$ cat config.mk
export PLATFORM = sky130hd
export DESIGN_NAME = heart_rate_peak_tracker_unit
export DESIGN_NICKNAME = d
export VERILOG_FILES = /design/src/rtl/hrpt_pkg.sv /design/src/rtl/hrpt_muldiv.sv /design/src/rtl/heart_rate_peak_tracker_unit.sv
export VERILOG_INCLUDE_DIRS = /design/src /design/src/rtl
export SDC_FILE = /design/constraint.sdc
export NUM_CORES = 1
export LEC_CHECK = 0
export BUFFER_PORTS_ARGS = -buffer_cell sky130_fd_sc_hd__buf_2
export CAP_MARGIN = 30
export CORE_ASPECT_RATIO = 0.5
export CORE_UTILIZATION = 30
export DETAILED_ROUTE_END_ITERATION = 6
export RECOVER_POWER = 100
export SYNTH_ARGS = -nofsm -noshare
export SYNTH_HDL_FRONTEND = slang
export SYNTH_SLANG_ARGS = --single-unit
$ cat constraint.sdc
create_clock -name i_clk -period 13.2 [get_ports i_clk]
set_input_delay 1.32 -clock i_clk [delete_from_list [all_inputs] [get_ports i_clk]]
set_output_delay 1.32 -clock i_clk [all_outputs]
set_load 0.005 [all_outputs]
$ cat src/rtl/heart_rate_peak_tracker_unit_assert.svh
// assertion macros for the heart rate peak tracker
// used by heart_rate_peak_tracker_unit; expects i_clk and i_rst_n in scope
`ifndef HEART_RATE_PEAK_TRACKER_UNIT_ASSERT_SVH
`define HEART_RATE_PEAK_TRACKER_UNIT_ASSERT_SVH

// same-cycle implication, off while reset is held
`define HRPT_ASSERT_IMP(name, ante, cons, msg) \
    name: assert property (@(posedge i_clk) disable iff (!i_rst_n) (ante) |-> (cons)) \
        else $error(msg);

// next-cycle implication, off while reset is held
`define HRPT_ASSERT_NXT(name, ante, cons, msg) \
    name: assert property (@(posedge i_clk) disable iff (!i_rst_n) (ante) |=> (cons)) \
        else $error(msg);

`endif

$ cat src/rtl/hrpt_pkg.sv
// shared types and constants of the heart rate peak tracker
// no dependencies; used by hrpt_muldiv and heart_rate_peak_tracker_unit
package hrpt_pkg;

    localparam int CFG_IDX_W  = 2;
    localparam int CFG_DATA_W = 16;
    localparam int MS_W       = 10;
    localparam int TICK_W     = 16;
    localparam int DIV_W      = 16;
    localparam int RATE_W     = 11;

    localparam logic [CFG_IDX_W-1:0] CFG_BASE  = 2'd0;
    localparam logic [CFG_IDX_W-1:0] CFG_MS    = 2'd1;
    localparam logic [CFG_IDX_W-1:0] CFG_HOLD  = 2'd2;
    localparam logic [CFG_IDX_W-1:0] CFG_DECAY = 2'd3;

    localparam int unsigned MS_PER_MIN  = 60000;
    localparam int unsigned RATE_MAX    = 1023;
    localparam int unsigned BASE_RESET  = 2048;
    localparam int unsigned MS_RESET    = 4;
    localparam int unsigned HOLD_RESET  = 50;
    localparam int unsigned DECAY_RESET = 100;

    typedef enum logic [2:0] {
        MODE_TRACK = 3'b001,
        MODE_HOLD  = 3'b010,
        MODE_DECAY = 3'b100
    } t_mode;

    typedef struct packed {
        logic start;
        logic rate_mode;
    } t_md_ctrl;

    typedef struct packed {
        logic busy;
        logic done;
    } t_md_stat;

endpackage

$ cat src/rtl/hrpt_muldiv.sv
// bit-serial multiply followed by a restoring divide, one bit per cycle
// depends on hrpt_pkg; rate mode divides 60000 by the clamped product instead
module hrpt_muldiv #(
    parameter int A_W = 26,
    parameter int B_W = 12
) (
    input  logic                     i_clk,
    input  logic                     i_rst_n,
    input  hrpt_pkg::t_md_ctrl       i_ctrl,
    input  logic [A_W-1:0]           i_mcand,
    input  logic [B_W-1:0]           i_mplier,
    input  logic [hrpt_pkg::DIV_W-1:0] i_divisor,
    output hrpt_pkg::t_md_stat       o_stat,
    output logic [A_W+B_W-1:0]       o_quot
);
    import hrpt_pkg::*;

    localparam int P_W   = A_W + B_W;
    localparam int CNT_W = $clog2(P_W + 1);

    typedef enum logic [2:0] {
        M_IDLE = 3'b001,
        M_MUL  = 3'b010,
        M_DIV  = 3'b100
    } t_md_state;

    t_md_state          r_mstate;
    logic [P_W-1:0]     r_p;
    logic [A_W-1:0]     r_a;
    logic               r_rate;
    logic [DIV_W-1:0]   r_div;
    logic [DIV_W-1:0]   r_rem;
    logic [CNT_W-1:0]   r_cnt;
    logic               r_done;

    logic [A_W-1:0]     addend;
    logic [A_W:0]       sum;
    logic [DIV_W:0]     trial;
    logic [DIV_W:0]     trial_sub;
    logic               fits;
    logic               p_over;

    always_comb begin
        addend    = r_p[0] ? r_a : '0;
        sum       = {1'b0, r_p[P_W-1:B_W]} + {1'b0, addend};
        trial     = {r_rem, r_p[P_W-1]};
        trial_sub = trial - {1'b0, r_div};
        fits      = (trial >= {1'b0, r_div});
        p_over    = |r_p[P_W-1:DIV_W];
    end

    always_ff @(posedge i_clk) begin
        if (!i_rst_n) begin
            r_mstate <= M_IDLE;
            r_done   <= 1'b0;
        end else begin
            // pulse on the last divide step
            r_done <= (r_mstate == M_DIV) && (r_cnt == CNT_W'(1));
            case (r_mstate)
                M_IDLE: begin
                    if (i_ctrl.start) begin
                        r_p      <= P_W'(i_mplier);
                        r_a      <= i_mcand;
                        r_rate   <= i_ctrl.rate_mode;
                        r_div    <= i_divisor;
                        r_cnt    <= CNT_W'(B_W);
                        r_mstate <= M_MUL;
                    end
                end
                M_MUL: begin
                    if (r_cnt != '0) begin
                        // shift-add step, multiplier bits leave at the bottom
                        r_p   <= {sum, r_p[B_W-1:1]};
                        r_cnt <= r_cnt - 1'b1;
                    end else begin
                        if (r_rate) begin
                            // any period above 60000 gives zero, so clamp to 16 bits
                            r_div <= p_over ? '1 : r_p[DIV_W-1:0];
                            r_p   <= P_W'(MS_PER_MIN);
                        end
                        r_rem    <= '0;
                        r_cnt    <= CNT_W'(P_W);
                        r_mstate <= M_DIV;
                    end
                end
                M_DIV: begin
                    r_p   <= {r_p[P_W-2:0], fits};
                    r_rem <= fits ? trial_sub[DIV_W-1:0] : trial[DIV_W-1:0];
                    r_cnt <= r_cnt - 1'b1;
                    if (r_cnt == CNT_W'(1)) begin
                        r_mstate <= M_IDLE;
                    end
                end
                default: begin
                    r_mstate <= M_IDLE;
                end
            endcase
        end
    end

    assign o_stat = {(r_mstate != M_IDLE), r_done};
    assign o_quot = r_p;

endmodule

$ cat src/rtl/heart_rate_peak_tracker_unit.sv
// top level of the heart rate peak tracker: threshold modes, peak timing, output register
// depends on hrpt_pkg, hrpt_muldiv and heart_rate_peak_tracker_unit_assert.svh
//
//  channel   dir  handshake                        word
//  s_axis    in   i_s_axis_tvalid/o_s_axis_tready  sample, timestamp
//  m_axis    out  o_m_axis_tvalid/i_m_axis_tready  rate_bpm, threshold; tuser peak_seen
//  cfg       in   i_cfg_valid/o_cfg_ready          register index and data
//
// a track-mode sample with no rate update, or one in the hold interval, goes through S_DEC
// and S_OUT into the output register; a peak with a rate update runs through the shared
// serial unit in S_WAIT, a decaying sample also through S_ABS before and S_FIN after it;
// the serial unit does a one-bit-per-cycle multiply and a full-width restoring divide
// one word is worked on at a time; the next is taken while the result waits in the output
// register; reset is synchronous and needs no clearing pass; config is always ready
`include "heart_rate_peak_tracker_unit_assert.svh"

module heart_rate_peak_tracker_unit #(
    parameter int SAMPLE_BITS = 12,
    parameter int TIME_BITS   = 24
) (
    input  logic i_clk,
    input  logic i_rst_n,
    // s_axis: sample [SAMPLE_BITS-1:0], timestamp above it, zero padding to bytes
    input  logic i_s_axis_tvalid,
    output logic o_s_axis_tready,
    input  logic [((SAMPLE_BITS+TIME_BITS+7)/8)*8-1:0] i_s_axis_tdata,
    // m_axis: rate_bpm [10:0], threshold above it, zero padding to bytes
    output logic o_m_axis_tvalid,
    input  logic i_m_axis_tready,
    output logic [((hrpt_pkg::RATE_W+SAMPLE_BITS+7)/8)*8-1:0] o_m_axis_tdata,
    // m_axis tuser: peak_seen
    output logic o_m_axis_tuser,
    input  logic i_cfg_valid,
    output logic o_cfg_ready,
    input  logic [hrpt_pkg::CFG_IDX_W-1:0]  i_cfg_index,
    input  logic [hrpt_pkg::CFG_DATA_W-1:0] i_cfg_data
);
    import hrpt_pkg::*;

    localparam int SB    = SAMPLE_BITS;
    localparam int TB    = TIME_BITS;
    localparam int DW    = TB + 2;
    localparam int MBW   = (SB > MS_W) ? SB : MS_W;
    localparam int PW    = DW + MBW;
    localparam int OUT_W = ((RATE_W + SB + 7) / 8) * 8;

    typedef enum logic [5:0] {
        S_IDLE = 6'b000001,
        S_DEC  = 6'b000010,
        S_ABS  = 6'b000100,
        S_WAIT = 6'b001000,
        S_FIN  = 6'b010000,
        S_OUT  = 6'b100000
    } t_state;

    t_state                    r_state;
    t_mode                     r_mode;
    logic [SB-1:0]             r_base;
    logic [MS_W-1:0]           r_ms;
    logic [TICK_W-1:0]         r_hold;
    logic [TICK_W-1:0]         r_decay;
    logic [SB-1:0]             r_cur;
    logic [SB-1:0]             r_peak;
    logic [SB-1:0]             r_prev;
    logic signed [TB:0]        r_lpt;
    logic signed [RATE_W-1:0]  r_rate;
    logic                      r_pvalid;

    logic [SB-1:0]             r_sample;
    logic [TB-1:0]             r_now;
    logic signed [DW-1:0]      r_diff;
    logic signed [DW-1:0]      r_x;
    logic signed [SB:0]        r_bp;
    logic                      r_neg;
    logic                      r_is_rate;
    logic                      r_seen;
    logic signed [PW:0]        r_qs;

    logic                      r_out_valid;
    logic signed [RATE_W-1:0]  r_out_rate;
    logic [SB-1:0]             r_out_thr;
    logic                      r_out_seen;

    logic                      in_acc;
    logic                      out_free;
    logic signed [DW-1:0]      hold_ext;
    logic                      is_peak;
    logic                      go_rate;
    logic [DW-1:0]             x_mag;
    logic [SB-1:0]             bp_mag;
    logic signed [PW+1:0]      t_val;
    logic signed [PW+1:0]      base_ext;
    logic signed [PW+1:0]      smax_ext;
    logic [PW-1:0]             quot;
    t_md_ctrl                  md_ctrl;
    t_md_stat                  md_stat;
    logic [DW-1:0]             md_mcand;
    logic [MBW-1:0]            md_mplier;
    logic [DIV_W-1:0]          md_divisor;

    assign in_acc   = i_s_axis_tvalid && o_s_axis_tready;
    assign out_free = !r_out_valid || i_m_axis_tready;

    always_comb begin
        hold_ext = $signed(DW'(r_hold));
        is_peak  = (r_mode == MODE_TRACK) && !(r_sample > r_cur) && (r_cur == r_prev);
        // rate only once an earlier peak exists and the period is positive
        go_rate  = is_peak && r_pvalid && !r_diff[DW-1] && (r_diff != '0) && (r_ms != '0);
        x_mag    = r_x[DW-1] ? DW'(-r_x) : DW'(r_x);
        bp_mag   = r_bp[SB] ? SB'(-r_bp) : SB'(r_bp);
        base_ext = $signed({1'b0, (PW+1)'(r_base)});
        smax_ext = $signed({1'b0, (PW+1)'({SB{1'b1}})});
        t_val    = $signed({1'b0, (PW+1)'(r_peak)}) + $signed({r_qs[PW], r_qs});

        md_ctrl.start     = (r_state == S_DEC && go_rate) || (r_state == S_ABS);
        md_ctrl.rate_mode = (r_state == S_DEC);
        md_mcand          = (r_state == S_DEC) ? DW'(r_diff) : x_mag;
        md_mplier         = (r_state == S_DEC) ? MBW'(r_ms) : MBW'(bp_mag);
        md_divisor        = (r_decay == '0) ? DIV_W'(1) : r_decay;
    end

    hrpt_muldiv #(
        .A_W (DW),
        .B_W (MBW)
    ) u_muldiv (
        .i_clk     (i_clk),
        .i_rst_n   (i_rst_n),
        .i_ctrl    (md_ctrl),
        .i_mcand   (md_mcand),
        .i_mplier  (md_mplier),
        .i_divisor (md_divisor),
        .o_stat    (md_stat),
        .o_quot    (quot)
    );

    // configuration registers
    always_ff @(posedge i_clk) begin
        if (!i_rst_n) begin
            r_base  <= SB'(BASE_RESET);
            r_ms    <= MS_W'(MS_RESET);
            r_hold  <= TICK_W'(HOLD_RESET);
            r_decay <= TICK_W'(DECAY_RESET);
        end else if (i_cfg_valid) begin
            case (i_cfg_index)
                CFG_BASE:  r_base  <= i_cfg_data[SB-1:0];
                CFG_MS:    r_ms    <= i_cfg_data[MS_W-1:0];
                CFG_HOLD:  r_hold  <= i_cfg_data[TICK_W-1:0];
                CFG_DECAY: r_decay <= i_cfg_data[TICK_W-1:0];
                default:   r_base  <= r_base;
            endcase
        end
    end

    // output word valid: loaded from S_OUT, dropped when taken
    always_ff @(posedge i_clk) begin
        if (!i_rst_n) begin
            r_out_valid <= 1'b0;
        end else if ((r_state == S_OUT) && out_free) begin
            r_out_valid <= 1'b1;
        end else if (i_m_axis_tready) begin
            r_out_valid <= 1'b0;
        end
    end

    always_ff @(posedge i_clk) begin
        if (!i_rst_n) begin
            r_state     <= S_IDLE;
            r_mode      <= MODE_TRACK;
            r_cur       <= SB'(BASE_RESET);
            r_peak      <= '0;
            r_prev      <= '0;
            r_lpt       <= '0;
            r_rate      <= '1;
            r_pvalid    <= 1'b0;
        end else begin
            case (r_state)
                S_IDLE: begin
                    if (in_acc) begin
                        r_sample <= i_s_axis_tdata[SB-1:0];
                        r_now    <= i_s_axis_tdata[SB+TB-1:SB];
                        r_diff   <= $signed({2'b00, i_s_axis_tdata[SB+TB-1:SB]})
                                    - $signed({r_lpt[TB], r_lpt});
                        r_state  <= S_DEC;
                    end
                end
                S_DEC: begin
                    r_seen    <= is_peak;
                    r_is_rate <= go_rate;
                    r_x       <= r_diff - hold_ext;
                    r_bp      <= $signed({1'b0, r_base}) - $signed({1'b0, r_peak});
                    if (go_rate) begin
                        r_state <= S_WAIT;
                    end else if ((r_mode == MODE_TRACK) || (r_mode == MODE_HOLD)) begin
                        r_state <= S_OUT;
                    end else begin
                        r_state <= S_ABS;
                    end
                    case (r_mode)
                        MODE_TRACK: begin
                            if (r_sample > r_cur) begin
                                r_cur <= r_sample;
                            end else if (is_peak) begin
                                r_mode   <= MODE_HOLD;
                                r_peak   <= r_cur;
                                r_lpt    <= $signed({1'b0, r_now} - {{TB{1'b0}}, 1'b1});
                                r_pvalid <= 1'b1;
                            end
                        end
                        MODE_HOLD: begin
                            if (r_diff > hold_ext) begin
                                r_mode <= MODE_DECAY;
                            end
                        end
                        default: begin
                            r_mode <= r_mode;
                        end
                    endcase
                end
                S_ABS: begin
                    r_neg   <= r_x[DW-1] ^ r_bp[SB];
                    r_state <= S_WAIT;
                end
                S_WAIT: begin
                    if (md_stat.done) begin
                        if (r_is_rate) begin
                            r_rate  <= (|quot[PW-1:RATE_W-1]) ? RATE_W'(RATE_MAX)
                                                              : $signed({1'b0, quot[RATE_W-2:0]});
                            r_state <= S_OUT;
                        end else begin
                            r_qs    <= r_neg ? -$signed({1'b0, quot}) : $signed({1'b0, quot});
                            r_state <= S_FIN;
                        end
                    end
                end
                S_FIN: begin
                    // decay ends at or below base, clips at the top of the sample range
                    if (t_val <= base_ext) begin
                        r_cur  <= r_base;
                        r_mode <= MODE_TRACK;
                    end else if (t_val > smax_ext) begin
                        r_cur <= {SB{1'b1}};
                    end else begin
                        r_cur <= t_val[SB-1:0];
                    end
                    r_state <= S_OUT;
                end
                S_OUT: begin
                    if (out_free) begin
                        r_out_rate  <= r_rate;
                        r_out_thr   <= r_cur;
                        r_out_seen  <= r_seen;
                        r_prev      <= r_sample;
                        r_state     <= S_IDLE;
                    end
                end
                default: begin
                    r_state <= S_IDLE;
                end
            endcase
        end
    end

    assign o_s_axis_tready = (r_state == S_IDLE);
    assign o_m_axis_tvalid = r_out_valid;
    assign o_m_axis_tdata  = OUT_W'({r_out_thr, r_out_rate});
    assign o_m_axis_tuser  = r_out_seen;
    assign o_cfg_ready     = 1'b1;

    `HRPT_ASSERT_IMP(a_rate_range, r_out_valid, !r_out_rate[RATE_W-1] || (&r_out_rate), "rate below minus one")
    `HRPT_ASSERT_IMP(a_unit_busy, md_stat.busy, r_state == S_WAIT, "serial unit busy outside wait")
    `HRPT_ASSERT_IMP(a_peak_hold, (r_state == S_OUT) && r_seen, r_mode == MODE_HOLD, "peak without hold mode")
    `HRPT_ASSERT_NXT(a_out_load, (r_state == S_OUT) && out_free, r_out_valid, "result word not loaded")

endmodule

Word level (Yosys, flattened, before mapping) --
Index checks and enable logic that the tools add are counted.
Storage, ports and cells: register bits after elaboration 411, logic and storage cells 180
Operators by class: eq/ne operators 31, multiplexer cells 47, reduce and logical (&&, ||, !) cells 49, add/subtract/negate cells 11, $lt $le $gt $ge 5, bitwise operators 3
Operator list (count):
- $mux 38 | 4
- $pmux 38 s3 | 1
- $mux 16 | 7
- $mux 26 | 3
- $mux 12 | 6
- $pmux 16 s2 | 2
- $mux 6 | 8
- $add 13x39->40 | 1
- $gt 40x13->1 const B | 1
- $le 40x13->1 | 1
- $neg 38->39 | 1
- $pmux 6 s6 | 1
- $reduce_or 28->1 | 1
- $add 26x26->27 | 1
- $reduce_and 3->1 | 9
- $gt 26x17->1 | 1
- $neg 26->26 | 1
- $reduce_bool 26->1 | 1
- $sub 25x25->26 | 1
- $sub 26x17->26 | 1
- $sub 24x1->25 const B | 1
- $pmux 12 s2 | 1
- $reduce_or 22->1 | 1
- $mux 3 | 7
- other kinds (42) | 84

Longest topological paths before layout --
Gate-level depths: netlist of the first run.
word-level depth 12, mapped depth 20, mapped depth without buffers 19

By module --
Synthesis of the first run repeated with hierarchy kept, for this count alone.
Second synthesis, totals: cells, all modules 2597, area, all modules 24443.4 um^2
Modules (own cells, without submodules):
- heart_rate_peak_tracker_unit | times used 1, area an instance 17561.8 um^2, cells each 1912
- hrpt_muldiv | times used 1, area an instance 6881.6 um^2, cells each 685

Worst setup path after synthesis of the first run --
No wires, ideal clock.
kind reg-to-reg, from register r_cur[9], to register u_muldiv.r_p[0] (netlist: u_muldiv.o_quot[0]), enable pin, buffers on the path 0, required time 12709 ps, arrival 5705 ps, stages on the path, launching flop included 13, setup time 491 ps, path slack 7004 ps, clock period less this slack 6196 ps, cells stage by stage dfxtp_1 inv_1 ha_1 a21o_1 a21o_1 a21oi_1 nand2_1 o21ai_0 nor4b_1 o311ai_1 o21bai_1 o21ai_1 a211oi_1
Between the ends: longest elaborated chain between the ends 12
Ends and longest elaborated chain:
- start, declared | line heart_rate_peak_tracker_unit.sv:62 | logic [SB-1:0] r_cur;
- start signal, assigned | line heart_rate_peak_tracker_unit.sv:169 | r_cur <= SB'(BASE_RESET);
- start signal, assigned | line heart_rate_peak_tracker_unit.sv:201 | r_cur <= r_sample;
- start signal, assigned | line heart_rate_peak_tracker_unit.sv:238 | r_cur <= r_base;
- $gt 12x12->1 | line heart_rate_peak_tracker_unit.sv:106 | is_peak = (r_mode == MODE_TRACK) && !(r_sample > r_cur) && (r_cur == r_prev);
- $logic_not 1->1 | line heart_rate_peak_tracker_unit.sv:106
- $logic_and 1x1->1 | line heart_rate_peak_tracker_unit.sv:106
- $logic_and 1x1->1 (*) | line heart_rate_peak_tracker_unit.sv:106
- net is_peak | line heart_rate_peak_tracker_unit.sv:87 | logic is_peak;
- $logic_and 1x1->1 (*) (4 in series) | line heart_rate_peak_tracker_unit.sv:108 | go_rate = is_peak && r_pvalid && !r_diff[DW-1] && (r_diff != '0) && (r_ms != '0);
- $logic_and 1x1->1 (*) | line heart_rate_peak_tracker_unit.sv:115 | md_ctrl.start = (r_state == S_DEC && go_rate) || (r_state == S_ABS);
- $logic_or 1x1->1 (*) | line heart_rate_peak_tracker_unit.sv:115
- $ne 2x2->1 (no line) (*)
- $reduce_and 4->1 (no line) (*)
- end signal, assigned | line hrpt_muldiv.sv:73 | r_p <= {sum, r_p[B_W-1:1]};
- end signal, assigned | line hrpt_muldiv.sv:79 | r_p <= P_W'(MS_PER_MIN);
- end signal, assigned | line hrpt_muldiv.sv:87 | r_p <= {r_p[P_W-2:0], fits};
- end, declared | line hrpt_muldiv.sv:28 | logic [P_W-1:0] r_p;
Mark *: on every way through the listed nets, which the timed path passes. The rest lies on a longest branch. A chain may end at the register's enable or synchronous reset.

Worst setup path in the final report of the first run --
from input port i_rst_n, to register r_x[21], enable pin
Between the ends: longest elaborated chain between the ends 1
Ends and longest elaborated chain:
- start, declared | line heart_rate_peak_tracker_unit.sv:22 | input logic i_rst_n,
- $reduce_and 2->1 (no line)
- end signal, assigned | line heart_rate_peak_tracker_unit.sv:189 | r_x <= r_diff - hold_ext;
- end, declared | line heart_rate_peak_tracker_unit.sv:72 | logic signed [DW-1:0] r_x;
No other way between the ends.

==> results of run 1 <==
[layout make-up]
| type | count | area (µm²) |
|---|---|---|
| sequential | 411 | 10900 |
| clock inverter | 19 | 171 |
| antenna | 2 | 5.00 |
| timing repair buffer | 108 | 499 |
| tap | 1036 | 1300 |
| multi-input combinational | 1832 | 11800 |
| fill | 7875 | 51400 |
| inverter | 151 | 568 |
| clock buffer | 63 | 1300 |
[through the flow]
step | area (µm²) | power, mW | hold WS, ns
finish | 26600 | 2.82 | 0.432
global route | 26600 | 2.91 | 0.452
CTS | 26800 | 2.85 | 0.426
detailed placement | 25300 | 1.60 | 0.411
global placement | 25300 | 1.59 | 0.405
floorplan | 23800 | 1.54 | 0.400
[metal layers]
metal	vias up	track usage [%]	routed length [µm]	part of all wire [%]
met5	-	0	0	0
met4	0	5.01	1740	2.8
met3	96	2.57	3540	5.8
met2	458	23.5	26900	44
met1	8690	20.5	29100	47
li1	9111	-	-	-
[how the worst min path moves through the flow]
stage / cells after the start / from / endpoint / slack, ns
2_1_floorplan: 0 / r_seen$_DFFE_PP_ / o_m_axis_tuser$_DFFE_PP_ / 0.40
3_3_place_gp: 0 / r_seen$_DFFE_PP_ / o_m_axis_tuser$_DFFE_PP_ / 0.41
3_5_place_dp: 0 / r_seen$_DFFE_PP_ / o_m_axis_tuser$_DFFE_PP_ / 0.41
4_1_cts: 0 / r_seen$_DFFE_PP_ / o_m_axis_tuser$_DFFE_PP_ / 0.43
5_1_grt: 0 / r_seen$_DFFE_PP_ / o_m_axis_tuser$_DFFE_PP_ / 0.45
6_report: 0 / r_seen$_DFFE_PP_ / o_m_axis_tuser$_DFFE_PP_ / 0.43
[kinds of logic after synthesis]
kind of cell               after synthesis  synth area share, %
AOI/OAI and AO/OA                      578                 15.2
xor gates and xnor gates               198                 7.28
adders and majority gates              143                 7.70
buffers and inverters                  249                 4.45
DFF                                    411                 45.9
muxes                                   41                 1.73
other                                    2               0.0315
and+or+nand+nor                        870                 17.7
[flip-flops by register name, indices dropped and copies added, names as in the netlist, 13 cells and up]
| name | flops |
|---|---|
| r_hold | 16 |
| u_muldiv.r_div | 16 |
| r_decay | 16 |
| u_muldiv.o_quot | 38 |
| u_muldiv.r_a | 26 |
| r_x | 26 |
| r_bp | 13 |
| r_diff | 26 |
| r_lpt | 25 |
| r_qs | 39 |
| u_muldiv.r_rem | 16 |
| r_now | 24 |
[worst max-delay path, delay by kind of cell]
family	cells	cell delay, ns
buffers and inverters	4	5.22
AND/OR/NAND/NOR	1	1.88
[power by group]
| group | internal [mW] | leakage, nW | switching (mW) |
|---|---|---|---|
| clock network | 0.727 | 0.725 | 0.523 |
| logic | 0.0635 | 5.23 | 0.0992 |
| registers | 1.39 | 3.65 | 0.0188 |
[layout by cell type, fill, tap and decap left out, drive strengths merged, types with 8 or more instances in the layout]
master	count
edfxtp	270
nand2	259
nor2	227
a21oi	169
o21ai	163
inv	150
dfxtp	141
ha	137
xnor2	116
clkbuf	112
xor2	82
nor3	65
buf	59
nand3	49
nor4	42
mux2i	40
nand4	33
and2	33
nor2b	31
a21o	31
or3	31
nand2b	27
o31ai	27
o211ai	26
a211oi	22
o21a	20
or4	20
o41ai	18
and3	16
clkinv	16
o22a	15
o21bai	14
a31oi	11
a21boi	8
or2	8
a311oi	8
==> out/metrics.cfg, run 1 <==
[run_status]
status=finished, violations left
violations=max-capacitance violations, max-slew violations

[yosys]
ys_ff_latch=411
ys_seq_area_share_pct=45.9
synth_edf_count=270
yosys_warnings=0
synthTopCellsByCount=edfxtp_1, nand2_1, nor2_1
synth_nets=2698
syn-instance-count=2492
synth.distinct_cells=85
synth_top_area_share_pct=34.1
synth-async-reset-ratio_pct=0
ys.flop_type=edfxtp_1
synth_most_common_cell=edfxtp_1
avgSynthCellArea_um2=9.55
synth_top_area_cell=edfxtp_1
synth_area_leaders=edfxtp_1, dfxtp_1, ha_1, xnor2_1, nand2_1
syn-cell-area_mm2=0.0238

[sta]
period_needed_ns=8.30
tightest_slew_ns=2.62
fmax_ghz=0.121
rsz0062_at_grt=no
setup_tns_ns=0
fin_crit_sh_pct=62.8
setup_viol=0
slew_headroom_pct=-74.6
setup_ws_ns=4.90
clock_skew_ns=0.0300
final-max-slew-violation-count=331
hold_violations=0

[worst_setup_path]
cp-startpoint=i_rst_n
r2r_slack_ns=6.42
critPathKind=input pin to flip-flop
r2r_start=r_cur[9]$_SDFFE_PN0P_
crit_path_cell_trace=buf_2 -> clkbuf_1 -> clkinvlp_2 -> nor2_1 -> clkbuf_1
setup.worst_path.end_class=flip-flop
crit_top_cell=clkbuf_1
slowest_stage=clkinvlp_2
crit_arrival_ns=8.47
cpPeakStageDelay_ns=2.67
crit_path_end=r_x[21]$_DFFE_PP_
cp-start-kind=input pin
required_ns=13.38
r2r_cells=14
path_max_fanout=64
r2r-end=u_muldiv.o_quot[37]$_DFFE_PP_

[clocking]
clockRootBuffer=clkbuf_16
path_clk_slew_ns=0.06
cts_buffers=45
clock_latency_ns=0.58
cts_buffer_depth=3
post-cts-setup-buffer-count=0
hold_buffers=0
cts_max_level=2
post_cts_resize_count=0
tritoncts=yes
cts.sinks=411

[floorplan]
io_pins=91
dieArea_mm2=0.0806
num_rows=72
coreArea_mm2=0.0779
die_y_um=201
die_x_um=400
start_util_pct=30.6

[place]
io_buffers=84
place_congestion=0.893
preCtsSetupSlack_ns=7.94
dp_hpwl_um=46600
dpl.cell_count=3538

[routing]
drt_pass1_iterations=5
viasPerCell=5.07
wirelength_um=61300
wl_per_cell_um=16.9
num_vias=18355
drtIter0Drc=1309
ant_nets=0
drcViolationCount=0

[pwr]
leakage_nw=9.61
vdd_drop_max_mv=0.0711
powerDensity_mw_per_mm2=106

[global_route]
grt_max_degree=65
grt_remaining_overflow=0
grt_pass1_wl_um=95600
grtUsageTotal_pct=14.8
antenna_found_initial=2
grt_pass1_vias=17255

[worst_hold_path]
hold_path_class=flip-flop to flip-flop

[finish]
area_growth_pct=11.6
final_cells=3622
layout-drive-gt1-share_pct=5.92
post-route-util_pct=34.1
nNetsFinal=2755

[run]
drv_cap=7

(Power assumes the default switching activity.)
==> inputs of run 2 (changes only) <==
==> constraint.sdc (replaced) <==
create_clock -name i_clk -period 8.43 [get_ports i_clk]
set_input_delay 0.843 -clock i_clk [delete_from_list [all_inputs] [get_ports i_clk]]
set_output_delay 0.843 -clock i_clk [all_outputs]
set_load 0.005 [all_outputs]
==> run 2 against run 1 <==
  * Final area decreased by 0.20%
  * Register-to-register slack got worse by 4.4 ns
  * The run still ends with max-capacitance violations, max-slew violations left
  * Highest routed layer is now met5
  * Sequential share of layout area rose by 0.081 points
  * Power is 55% higher
  * Sequential power increased by 56%
  * Hold slack hardly changed
  * Via count decreased by 0.48%
  * Worst setup slack worse by 2.9 ns
==> out/metrics.cfg, run 2 (same netlist as run 1, synthesis figures left out) <==
[run_status]
status=finished, violations left
violations=max-capacitance violations, max-slew violations

[routing]
ant_nets=0  ; unchanged
wl_per_cell_um=16.9  ; +0.14%
drcViolationCount=0  ; unchanged
num_vias=18267  ; -0.48%
wirelength_um=61300  ; about the same
viasPerCell=5.05  ; -0.40%
drt_pass1_iterations=5  ; unchanged
drtIter0Drc=1319  ; +0.76%

[clocking]
post_cts_resize_count=0  ; unchanged
clockRootBuffer=clkbuf_16
cts_buffers=44  ; -2.2%
tritoncts=yes
hold_buffers=0  ; unchanged
post-cts-setup-buffer-count=0  ; unchanged
cts_buffer_depth=3  ; unchanged
cts.sinks=411  ; unchanged
clock_latency_ns=0.59  ; about the same
path_clk_slew_ns=0.06  ; about the same
cts_max_level=2  ; unchanged

[global_route]
grt_max_degree=64  ; -1.5%
grt_remaining_overflow=0  ; unchanged
antenna_found_initial=4  ; +2
grt_pass1_vias=17239  ; -0.093%
grtUsageTotal_pct=15.0  ; +0.12 points
grt_pass1_wl_um=96800  ; +1.3%

[floorplan]
dieArea_mm2=0.0806  ; unchanged
io_pins=91  ; unchanged
coreArea_mm2=0.0779  ; unchanged
die_y_um=201  ; unchanged
start_util_pct=30.6  ; unchanged
die_x_um=400  ; unchanged
num_rows=72  ; unchanged

[place]
preCtsSetupSlack_ns=3.22  ; -4.71 ns
post_dp_cell_area_mm2=0.0253  ; about the same
dp_hpwl_um=46700  ; +0.20%
io_buffers=84  ; unchanged
place_congestion=0.873  ; -2.3%

[worst_setup_path]
setup.worst_path.end_class=flip-flop
r2r_start=r_cur[9]$_SDFFE_PN0P_
slowest_stage=clkbuf_1
critPathKind=flip-flop to flip-flop
cp-startpoint=r_cur[9]$_SDFFE_PN0P_
crit_path_cell_trace=inv_1 -> ha_1 -> a21o_1 -> a21o_1 -> a21oi_1 -> nand2_1 -> o21ai_0 -> nor4b_1 -> clkbuf_1 -> o311ai_0 -> o21bai_1 -> o21ai_0 -> a211oi_4 -> clkbuf_1
required_ns=8.59  ; -4.79 ns
crit_arrival_ns=6.59  ; -1.88 ns
cp-start-kind=flip-flop
cpPeakStageDelay_ns=1.49  ; -1.18 ns
path_max_fanout=38  ; -41%

[pwr]
powerDensity_mw_per_mm2=165  ; +55%
p_total_mw=4.37  ; +55%
leakage_nw=9.58  ; -0.31%
vdd_drop_max_mv=0.125  ; +76%

[worst_hold_path]
hold_path_class=flip-flop to flip-flop
worst_hold_startpoint=r_rate[3]$_SDFFE_PN1P_

[finish]
layout_commonest_cell=edfxtp_1
largest_reg_flops=39  ; unchanged
area_growth_pct=11.4
top_register=r_qs
layout-drive-gt1-share_pct=5.77  ; -0.15 points
final_cell_mix=edfxtp_1, nand2_1, nor2_1, a21oi_1, o21ai_0
nNetsFinal=2753  ; -0.073%
design_area_mm2=0.0265  ; -0.20%

[sta]
period_needed_ns=6.43
setup_ws_ns=2.00  ; -2.90 ns
final-max-slew-violation-count=361  ; +9.1%
setup_viol=0  ; unchanged
rsz0062_at_grt=no
hold_violations=0  ; unchanged
setup_tns_ns=0  ; unchanged
whs_ns=0.432  ; -0.000205 ns
tightest_slew_ns=3.39  ; +0.769 ns
clock_skew_ns=0.0229  ; -0.00702 ns
slew_headroom_pct=-126  ; -51 points
fin_crit_sh_pct=76.3
fmax_ghz=0.156

[run]
drv_cap=10  ; +3

[run 2: cell types whose count changed in the layout (fill, tap and decap cells not counted), moves of 2 or more]
cell and change:
buf_2 -4, clkinv_1 -3, clkbuf_8 +2, clkinv_4 -4
and2_0 +2, and2_1 -2, clkinv_2 +2, bufinv_16 -2
clkbuf_1 +6
[run 2: cell type report]
cell class,instances,area [µm²]
Fill cell,7911,51400
Multi-Input combinational cell,1832,11800
Sequential cell,411,10900
Clock buffer,67,1310
Tap cell,1036,1300
Inverter,151,568
Timing Repair Buffer,107,490
Clock inverter,14,103
Antenna cell,1,2.50
[run 2: final timing paths]
check | endpoint | slack (ns) | cells after the start
min reg2reg | r_out_rate[3]$_DFFE_PP_ | 0.43 | 0
max | u_muldiv.o_quot[28]$_DFFE_PP_ | 2.00 | 14
min | r_out_rate[3]$_DFFE_PP_ | 0.43 | 0
max reg2reg | u_muldiv.o_quot[28]$_DFFE_PP_ | 2.00 | 14
[run 2: power by group]
group          switching (mW)  internal [mW]
Sequential             0.0292           2.17
Clock                   0.828           1.08
Combinational           0.158         0.0991
[run 2: metal layers]
layer,global-route usage [%],vias up,routed length [µm]
met5,0,-,13
met4,4.18,2,1250
met3,2.19,73,3560
met2,23.6,455,27000
met1,21.3,8637,29500
li1,-,9100,-
[run 2: stage by stage]
stage	std cells	util, %
2_1_floorplan	2492	-
6_report	3619	34.0
5_1_grt	3619	34.0
3_5_place_dp	3537	32.4
4_1_cts	3618	34.2
3_3_place_gp	3537	32.4
[run 2: worst max-delay path: cells and delay by family, from the launching register on]
kind	cells	cell delay (ns)
compound gates	8	2.71
fa+ha+maj	1	0.32
buf+inv	3	2.07
simple gates	2	0.38
flops	1	0.47
